## config.mk

```make
export PLATFORM = sky130hd
export DESIGN_NAME = selective_repeat_send_window_core
export DESIGN_NICKNAME = d
export VERILOG_FILES = /design/src/design/srsw_pkg.sv /design/src/design/selective_repeat_send_window_core.sv /design/src/design/srsw_ram.sv
export SDC_FILE = /design/constraint.sdc
export NUM_CORES = 2
export LEC_CHECK = 0
export ABC_AREA = 1
export BUFFER_PORTS_ARGS = -buffer_cell sky130_fd_sc_hd__buf_4
export CORE_MARGIN = 3
export CORE_UTILIZATION = 40
export CTS_CLUSTER_SIZE = 20
export DETAILED_ROUTE_END_ITERATION = 6
export GPL_ROUTABILITY_DRIVEN = 1
export HOLD_SLACK_MARGIN = 0.15
export RECOVER_POWER = 50
export SLEW_MARGIN = 25
export SYNTH_ARGS = -nofsm -noshare
export SYNTH_HDL_FRONTEND = slang
export SYNTH_HIERARCHICAL = 1
export SYNTH_SLANG_ARGS = --single-unit
```

## constraint.sdc

```tcl
create_clock -name clk -period 16.05 [get_ports clk]
set_input_delay 3.21 -clock clk [delete_from_list [all_inputs] [get_ports clk]]
set_output_delay 3.21 -clock clk [all_outputs]
set_load 0.01 [all_outputs]
```

## src/design/srsw_pkg.sv

```systemverilog
// ----------------------------------------------------------------------------
// srsw_pkg
// Shared types and constants of the selective-repeat send window core.
// ----------------------------------------------------------------------------
package srsw_pkg;

  localparam int          WINDOW_SLOTS_DEF = 16;
  localparam int          SEQ_W            = 32;
  localparam int          LEN_W            = 16;
  localparam logic [4:0]  SLOTS_RST        = 5'd16;
  localparam logic [31:0] START_SEQ_RST    = 32'd0;

  localparam logic [0:0]  REG_SLOTS_IN_USE = 1'b0;
  localparam logic [0:0]  REG_START_SEQ    = 1'b1;

  typedef enum logic [1:0] {
    CMD_LOAD = 2'd0,
    CMD_SEND = 2'd1,
    CMD_RETX = 2'd2,
    CMD_ACK  = 2'd3
  } cmd_t;

  typedef enum logic [2:0] {
    RK_LOADED   = 3'd0,
    RK_FULL     = 3'd1,
    RK_TX       = 3'd2,
    RK_DONE     = 3'd3,
    RK_ACK_HIT  = 3'd4,
    RK_ACK_MISS = 3'd5
  } kind_t;

  typedef struct packed {
    cmd_t              command;
    logic [LEN_W-1:0]  seg_len;
    logic [SEQ_W-1:0]  ack_num;
  } in_word_t;

  typedef struct packed {
    kind_t             result_kind;
    logic [3:0]        slot_index;
    logic [SEQ_W-1:0]  seq_out;
    logic [LEN_W-1:0]  len_out;
    logic [4:0]        count;
    logic              last;
  } out_word_t;

  typedef struct packed {
    logic [SEQ_W-1:0]  seq;
    logic [LEN_W-1:0]  len;
  } slot_meta_t;

endpackage

```

## src/design/selective_repeat_send_window_core.sv

```systemverilog
// ----------------------------------------------------------------------------
// selective_repeat_send_window_core
// Slot metadata engine of a selective-repeat sender window over a ring.
//
//   Channel  Direction  Handshake               Word
//   in_      input      in_valid / in_stall     in_word_t
//   out_     output     out_valid / out_stall   out_word_t
//   APB      config     psel/penable/pwrite     slots_in_use @0, start_seq @4
//
// A load passes through the load and finish states before its result sits in
// the output register. Send, retransmit and ack walk head to tail one slot per
// cycle through the metadata RAM read port, send and retransmit only while the
// output is not stalled; a walk covers at most ring size slots. An ack that
// confirms the head slot then slides the window, freeing each confirmed slot.
// A new word is taken only when the engine is idle and the output is empty.
// A stalled output freezes the send walk in place; reset is synchronous.
// ----------------------------------------------------------------------------
module selective_repeat_send_window_core
  import srsw_pkg::*;
#(
  parameter int WINDOW_SLOTS = WINDOW_SLOTS_DEF
) (
  input  logic        clk,
  input  logic        rst_n,
  input  logic        in_valid,
  output logic        in_stall,
  input  in_word_t    in_word,
  output logic        out_valid,
  input  logic        out_stall,
  output out_word_t   out_word,
  input  logic        psel,
  input  logic        penable,
  input  logic        pwrite,
  input  logic [2:0]  paddr,
  input  logic [31:0] pwdata,
  output logic [31:0] prdata,
  output logic        pready
);

  localparam int IW = $clog2(WINDOW_SLOTS);
  localparam int CW = $clog2(WINDOW_SLOTS + 1);

  typedef enum logic [1:0] {
    ST_EMPTY     = 2'd0,
    ST_UNSENT    = 2'd1,
    ST_SENT      = 2'd2,
    ST_CONFIRMED = 2'd3
  } slot_st_t;

  typedef enum logic [2:0] {
    S_IDLE,
    S_LOAD,
    S_WALK,
    S_SLIDE,
    S_FIN
  } state_t;

  function automatic logic [CW-1:0] ring_of(input logic [4:0] v);
    if (v == 5'd0) begin
      return CW'(1);
    end
    if (int'(v) > WINDOW_SLOTS) begin
      return CW'(WINDOW_SLOTS);
    end
    return CW'(v);
  endfunction

  state_t            state_r;
  logic [4:0]        sin_r;
  logic [31:0]       start_r;
  slot_st_t          status_r [WINDOW_SLOTS];
  logic [IW-1:0]     head_r;
  logic [IW-1:0]     tail_r;
  logic [CW-1:0]     free_r;
  logic [SEQ_W-1:0]  next_seq_r;

  cmd_t              cmd_r;
  logic [LEN_W-1:0]  len_r;
  logic [SEQ_W-1:0]  ack_r;
  logic [IW-1:0]     cur_r;
  logic [CW-1:0]     steps_r;
  logic              iss_r;
  logic              p_valid_r;
  logic              p_go_r;
  logic              p_last_r;
  logic [IW-1:0]     p_cur_r;
  logic [CW-1:0]     sent_r;
  logic [CW-1:0]     freed_r;
  logic [IW-1:0]     m_slot_r;
  logic [SEQ_W-1:0]  m_seq_r;
  out_word_t         fin_r;
  out_word_t         out_r;
  logic              out_valid_r;

  logic [CW-1:0]     ring_w;
  logic [CW-1:0]     cur_inc;
  logic [IW-1:0]     cur_nxt;
  slot_st_t          st_cur;
  logic              adv;
  logic              ack_mode;
  logic              walk_go;
  logic              walk_end;
  logic              issue_go;
  logic              in_fire;
  logic              cfg_wr;
  logic              load_ok;
  logic              ram_we;
  logic [IW-1:0]     ram_raddr;
  slot_meta_t        ram_wdata;
  slot_meta_t        ram_rdata;
  logic              ack_hit;

  assign ring_w   = ring_of(sin_r);
  assign cur_inc  = CW'(cur_r) + CW'(1);
  assign cur_nxt  = (cur_inc >= ring_w) ? '0 : IW'(cur_inc);
  assign st_cur   = status_r[cur_r];
  assign adv      = !out_valid_r || !out_stall;
  assign ack_mode = (cmd_r == CMD_ACK);
  assign walk_go  = (state_r == S_WALK) && (ack_mode || adv);
  assign walk_end = (cur_nxt == tail_r) || ((steps_r + CW'(1)) == ring_w);
  assign issue_go = (cmd_r == CMD_RETX) ? (st_cur == ST_UNSENT || st_cur == ST_SENT)
                                        : (st_cur == ST_UNSENT);
  assign in_stall = (state_r != S_IDLE) || out_valid_r;
  assign in_fire  = in_valid && !in_stall;
  assign cfg_wr   = psel && penable && pwrite;
  assign load_ok  = (free_r != '0) && (st_cur == ST_EMPTY);
  assign ram_we   = (state_r == S_LOAD) && load_ok;
  assign ram_wdata = '{seq: next_seq_r, len: len_r};
  assign ram_raddr = walk_go ? cur_r : p_cur_r;
  assign ack_hit  = p_go_r && (ram_rdata.seq == ack_r);

  assign pready    = 1'b1;
  assign prdata    = (paddr[2] == REG_START_SEQ) ? start_r : {27'd0, sin_r};
  assign out_valid = out_valid_r;
  assign out_word  = out_r;

  srsw_ram #(
    .WIDTH($bits(slot_meta_t)),
    .DEPTH(WINDOW_SLOTS)
  ) u_meta_ram (
    .clk  (clk),
    .we   (ram_we),
    .waddr(cur_r),
    .wdata(ram_wdata),
    .raddr(ram_raddr),
    .rdata(ram_rdata)
  );

  always_ff @(posedge clk) begin
    if (!rst_n) begin
      state_r     <= S_IDLE;
      sin_r       <= SLOTS_RST;
      start_r     <= START_SEQ_RST;
      head_r      <= '0;
      tail_r      <= '0;
      free_r      <= ring_of(SLOTS_RST);
      next_seq_r  <= START_SEQ_RST;
      iss_r       <= 1'b0;
      p_valid_r   <= 1'b0;
      out_valid_r <= 1'b0;
      for (int i = 0; i < WINDOW_SLOTS; i++) begin
        status_r[i] <= ST_EMPTY;
      end
    end else begin
      if (!out_stall) begin
        out_valid_r <= 1'b0;
      end

      case (state_r)
        S_IDLE: begin
          if (in_fire) begin
            cmd_r     <= in_word.command;
            len_r     <= in_word.seg_len;
            ack_r     <= in_word.ack_num;
            cur_r     <= (in_word.command == CMD_LOAD) ? tail_r : head_r;
            steps_r   <= '0;
            sent_r    <= '0;
            iss_r     <= 1'b1;
            p_valid_r <= 1'b0;
            state_r   <= (in_word.command == CMD_LOAD) ? S_LOAD : S_WALK;
          end
        end

        S_LOAD: begin
          fin_r <= '{result_kind: RK_FULL, slot_index: '0, seq_out: '0,
                     len_out: '0, count: '0, last: 1'b1};
          if (load_ok) begin
            status_r[cur_r] <= ST_UNSENT;
            next_seq_r      <= next_seq_r + SEQ_W'(1);
            tail_r          <= cur_nxt;
            free_r          <= free_r - CW'(1);
            fin_r <= '{result_kind: RK_LOADED, slot_index: 4'(cur_r),
                       seq_out: next_seq_r, len_out: len_r, count: '0,
                       last: 1'b1};
          end
          state_r <= S_FIN;
        end

        S_WALK: begin
          if (walk_go) begin
            if (iss_r) begin
              p_valid_r <= 1'b1;
              p_cur_r   <= cur_r;
              p_last_r  <= walk_end;
              p_go_r    <= ack_mode ? (st_cur != ST_EMPTY) : issue_go;
              if (!ack_mode && issue_go) begin
                status_r[cur_r] <= ST_SENT;
              end
              cur_r   <= cur_nxt;
              steps_r <= steps_r + CW'(1);
              if (walk_end) begin
                iss_r <= 1'b0;
              end
            end else begin
              p_valid_r <= 1'b0;
            end

            if (p_valid_r) begin
              if (!ack_mode) begin
                if (p_go_r) begin
                  out_valid_r <= 1'b1;
                  out_r <= '{result_kind: RK_TX, slot_index: 4'(p_cur_r),
                             seq_out: ram_rdata.seq, len_out: ram_rdata.len,
                             count: '0, last: 1'b0};
                  sent_r <= sent_r + CW'(1);
                end
                if (p_last_r) begin
                  fin_r <= '{result_kind: RK_DONE, slot_index: '0, seq_out: '0,
                             len_out: '0, count: 5'(sent_r + CW'(p_go_r)),
                             last: 1'b1};
                  state_r <= S_FIN;
                end
              end else if (ack_hit) begin
                status_r[p_cur_r] <= ST_CONFIRMED;
                m_slot_r <= p_cur_r;
                m_seq_r  <= ram_rdata.seq;
                fin_r <= '{result_kind: RK_ACK_HIT, slot_index: 4'(p_cur_r),
                           seq_out: ram_rdata.seq, len_out: '0, count: '0,
                           last: 1'b1};
                if (p_cur_r == head_r) begin
                  cur_r   <= p_cur_r;
                  freed_r <= '0;
                  state_r <= S_SLIDE;
                end else begin
                  state_r <= S_FIN;
                end
              end else if (p_last_r) begin
                fin_r <= '{result_kind: RK_ACK_MISS, slot_index: '0, seq_out: '0,
                           len_out: '0, count: '0, last: 1'b1};
                state_r <= S_FIN;
              end
            end
          end
        end

        S_SLIDE: begin
          if (st_cur == ST_CONFIRMED && freed_r < ring_w) begin
            status_r[cur_r] <= ST_EMPTY;
            if (free_r < ring_w) begin
              free_r <= free_r + CW'(1);
            end
            freed_r <= freed_r + CW'(1);
            cur_r   <= cur_nxt;
            head_r  <= cur_nxt;
          end else begin
            fin_r <= '{result_kind: RK_ACK_HIT, slot_index: 4'(m_slot_r),
                       seq_out: m_seq_r, len_out: '0, count: 5'(freed_r),
                       last: 1'b1};
            state_r <= S_FIN;
          end
        end

        S_FIN: begin
          if (adv) begin
            out_valid_r <= 1'b1;
            out_r       <= fin_r;
            state_r     <= S_IDLE;
          end
        end

        default: begin
          state_r <= S_IDLE;
        end
      endcase

      if (cfg_wr) begin
        head_r <= '0;
        tail_r <= '0;
        for (int i = 0; i < WINDOW_SLOTS; i++) begin
          status_r[i] <= ST_EMPTY;
        end
        if (paddr[2] == REG_SLOTS_IN_USE) begin
          sin_r      <= pwdata[4:0];
          free_r     <= ring_of(pwdata[4:0]);
          next_seq_r <= start_r;
        end else begin
          start_r    <= pwdata;
          free_r     <= ring_w;
          next_seq_r <= pwdata;
        end
      end
    end
  end

  a_free_bounded: assert property (@(posedge clk) disable iff (!rst_n)
    free_r <= ring_w)
    else $error("free slot count exceeds the ring size");

  a_ptr_in_ring: assert property (@(posedge clk) disable iff (!rst_n)
    (head_r < IW'(ring_w) || CW'(head_r) < ring_w) && CW'(tail_r) < ring_w)
    else $error("head or tail pointer outside the ring");

  a_last_idle: assert property (@(posedge clk) disable iff (!rst_n)
    out_valid_r && out_r.last |-> state_r == S_IDLE)
    else $error("final word shown while the engine is still busy");

  a_walk_pending: assert property (@(posedge clk) disable iff (!rst_n)
    state_r == S_WALK && !iss_r |-> p_valid_r)
    else $error("walk ended its issue phase with no read pending");

endmodule

```

## src/design/srsw_ram.sv

```systemverilog
// ----------------------------------------------------------------------------
// srsw_ram
// Simple dual-port RAM with one write port and one registered read port.
// ----------------------------------------------------------------------------
module srsw_ram #(
  parameter int WIDTH = 48,
  parameter int DEPTH = 16
) (
  input  logic                     clk,
  input  logic                     we,
  input  logic [$clog2(DEPTH)-1:0] waddr,
  input  logic [WIDTH-1:0]         wdata,
  input  logic [$clog2(DEPTH)-1:0] raddr,
  output logic [WIDTH-1:0]         rdata
);

  logic [WIDTH-1:0] mem [DEPTH];
  logic [WIDTH-1:0] rdata_r;

  always_ff @(posedge clk) begin
    if (we) begin
      mem[waddr] <= wdata;
    end
    rdata_r <= mem[raddr];
  end

  assign rdata = rdata_r;

endmodule
```

==> flow_summary.json <==
{
  "cts_root_buffer": "clkbuf_16",
  "rows": 131,
  "max-vdd-ir-drop_v": 0.000121,
  "maxSlewHeadroom_pct": -178,
  "violations": "max-capacitance violations, max-slew violations",
  "power_w": 0.00881,
  "grt_pass1_vias": 34200,
  "wl_per_cell_um": 20.3,
  "tightestPinTransition_ns": 4.16,
  "drtIter0Drc": 3852,
  "cts.clk_slew.worst_paths_ns": 0.06,
  "hold_buffers": 0,
  "cts.sinks": 1172,
  "worstPathRequired_ns": 16.67,
  "pre_cts_ws_ns": 8.19,
  "start_kind": "flip-flop",
  "fin_ws_ns": 8.07,
  "route.detailed.drc": 0,
  "cts_buffers": 116,
  "yosysWarnings": 6,
  "io_buffers": 184,
  "cts_tree": "built",
  "die_y_um": 367,
  "netlist_area_um2": 52100,
  "synth_edf_count": 1032,
  "via_count": 36900,
  "dieArea_um2": 135000,
  "fin_hold_ws_ns": 0.474,
  "worstSetupPathType": "flip-flop to flip-flop",
  "clock_latency_ns": 0.74,
  "drt_first_pass_iters": 7,
  "fillers": 12000,
  "synthesis.nets": 5376,
  "dp_hpwl_um": 81200,
  "cts_max_level": 3,
  "cp_max_fo": 179,
  "worst_clock_skew_ns": 0.0577,
  "yosysSeqAreaShare_pct": 64.9,
  "crit_arrival_ns": 8.60,
  "grt_pass1_wl_um": 216000,
  "yosysUniqueCellTypes": 55,
  "syn_avg_cell_area_um2": 9.92,
  "finalCritPeriodShare_pct": 49.7,
  "yosys_most_used_dff": "edfxtp_1",
  "cts_setup_buffers": 0,
  "via_per_inst": 5.13,
  "grt_max_degree": 180,
  "routed_wl_um": 146000,
  "gr-usage-all-layers_pct": 21.1,
  "p_per_area_nw_per_um2": 150,
  "start_util_pct": 40.5,
  "synth-seq-cells": 1172,
  "synthCells": 5254,
  "end_kind": "flip-flop",
  "status": "finished with violations",
  "leakage_nw": 24.3,
  "hold_viol": 0,
  "maxCapViolCount": 11,
  "final.setup.tns_ns": 0,
  "nNetsFinal": 5483,
  "grt_overflow": 0,
  "io_pins": 188,
  "fin_crit_ns": 7.98,
  "die_x_um": 367,
  "setup_viol_count_final": 0,
  "timing.fmax_mhz": 125,
  "coreArea_um2": 129000,
  "drive_gt1_share_pct": 8.34,
  "hold_class": "flip-flop to flip-flop",
  "drv_slew": 377,
  "antenna_found_initial": 0,
  "rsz0062_at_grt": "no",
  "routabilityCongestion": 0.883,
  "cts_resized": 0,
  "area_growth_pct": 12.3,
  "ant_nets": 0,
  "synthArstFlopShare_pct": 0,
  "cts.path.max_buffers": 3
}
==> cell usage after synthesis, types with 3 or more instances <==
master	number	share of area [%]
nand2_1	1623	12
edfxtp_1	1032	59
inv_1	821	5.9
nand3_1	630	6.1
nor2_1	164	1.2
o21ai_0	154	1.5
dfxtp_1	140	5.4
a21oi_1	103	0.99
clkbuf_1	92	0.66
buf_2	87	0.84
a22oi_1	37	0.53
buf_6	37	0.80
xor2_1	34	0.57
o22ai_1	30	0.36
ha_1	29	0.70
nor3_1	29	0.28
nand4_1	27	0.32
nor3_2	25	0.48
a31oi_1	20	0.24
buf_1	17	0.12
buf_4	14	0.20
o211ai_1	13	0.19
xnor2_1	11	0.18
o21ai_1	9	0.086
mux2i_1	8	0.15
inv_2	6	0.043
a211oi_1	5	0.072
a22o_1	5	0.084
or2_2	5	0.060
nand3b_1	4	0.058
nor2_2	4	0.048
nand2_2	3	0.036
nand3_4	3	0.10
o21a_1	3	0.043
==> routing by layer <==
| layer | wire length, µm | global-route usage [%] | share of wire (%) |
|---|---|---|---|
| met4 | 4130 | 5.95 | 2.8 |
| met5 | 0 | 0 | 0 |
| met1 | 62200 | 29.4 | 43 |
| met2 | 67000 | 33.7 | 46 |
| met3 | 12500 | 4.30 | 8.6 |
==> stage by stage <==
| stage | instances | area, µm² | utilization, % |
|---|---|---|---|
| floorplan | 5254 | 52100 | - |
| global placement | 6968 | 54900 | 42.7 |
| detailed placement | 6971 | 55000 | 42.8 |
| CTS | 7193 | 58700 | 45.7 |
| global route | 7194 | 58500 | 45.5 |
| finish | 7195 | 58500 | 45.6 |
==> registers in the layout, summed over array words and instances (netlist names), 2 cells and up, named ones only <==
register,count
u_meta_ram/mem,768
out_word,61
fin_r,60
u_meta_ram/rdata,48
ack_r,32
m_seq_r,32
next_seq_r,32
start_r,32
status_r,32
len_r,16
free_r,5
freed_r,5
sent_r,5
sin_r,5
steps_r,5
cur_r,4
head_r,4
m_slot_r,4
p_cur_r,4
tail_r,4
state_r,3
cmd_r,2
==> critical path, stage by stage (launching register included) <==
cell and delay, ns:
dfxtp_1 0.40, clkinv_1 0.09, nor2_1 0.58, clkinvlp_2 1.19
nor2_1 1.23, nand2_4 0.30, o21ai_4 0.33, buf_4 0.51
buf_12 0.57, buf_4 0.94, buf_4 0.82, nand2_1 0.15
nand3_1 0.12, nand3_1 0.13, nand3_1 0.13, nand2_1 0.06
==> kinds of logic after synthesis <==
kind of cell	synth area share (%)
other	0.00720
buffers and inverters	8.65
muxes	0.154
and+or+nand+nor	20.6
adders and majority gates	0.735
AOI/OAI and AO/OA	4.23
DFF	64.9
xor gates and xnor gates	0.756
==> power by group <==
part	switching [W]	internal, W	total, W
clock network	0.00118	0.00151	0.00269
registers	0.000290	0.00364	0.00393
logic	0.00155	0.000624	0.00218
==> final cells by class <==
| type | count | area (µm²) | area share (%) |
|---|---|---|---|
| clock inverter | 60 | 548 | 0.936 |
| inverter | 831 | 3140 | 5.37 |
| timing repair buffer | 237 | 1750 | 2.99 |
| tap | 1729 | 2160 | 3.70 |
| sequential | 1172 | 33800 | 57.7 |
| antenna | 1 | 2.50 | 0.00428 |
| clock buffer | 162 | 3210 | 5.48 |
| multi-input combinational | 3003 | 13900 | 23.8 |
==> cell usage in the layout (no fill, tap or decap), drive strengths merged, types with 103 or more instances in the layout <==
| cell | netlist | final |
|---|---|---|
| clkbuf | 92 | 225 |
| edfxtp | 1032 | 1032 |
| buf | 156 | 174 |
| nor2 | 170 | 170 |
| inv | 829 | 830 |
| dfxtp | 140 | 140 |
| nand3 | 635 | 635 |
| o21ai | 163 | 163 |
| a21oi | 103 | 103 |
| nand2 | 1628 | 1628 |
==> worst paths after layout <==
check / from / to / slack [ns] / cells past startpoint
worst max-delay path: state_r[1]$_SDFFE_PN0P_ / u_meta_ram/rdata[33]$_DFF_P_ / 8.07 / 15
worst max register to register: state_r[1]$_SDFFE_PN0P_ / u_meta_ram/rdata[33]$_DFF_P_ / 8.07 / 15
worst min-delay path: u_meta_ram/rdata[25]$_DFF_P_ / m_seq_r[9]$_DFFE_PP_ / 0.47 / 0
worst min register to register: u_meta_ram/rdata[25]$_DFF_P_ / m_seq_r[9]$_DFFE_PP_ / 0.47 / 0
No activity file was read; power rests on OpenSTA's default activity.
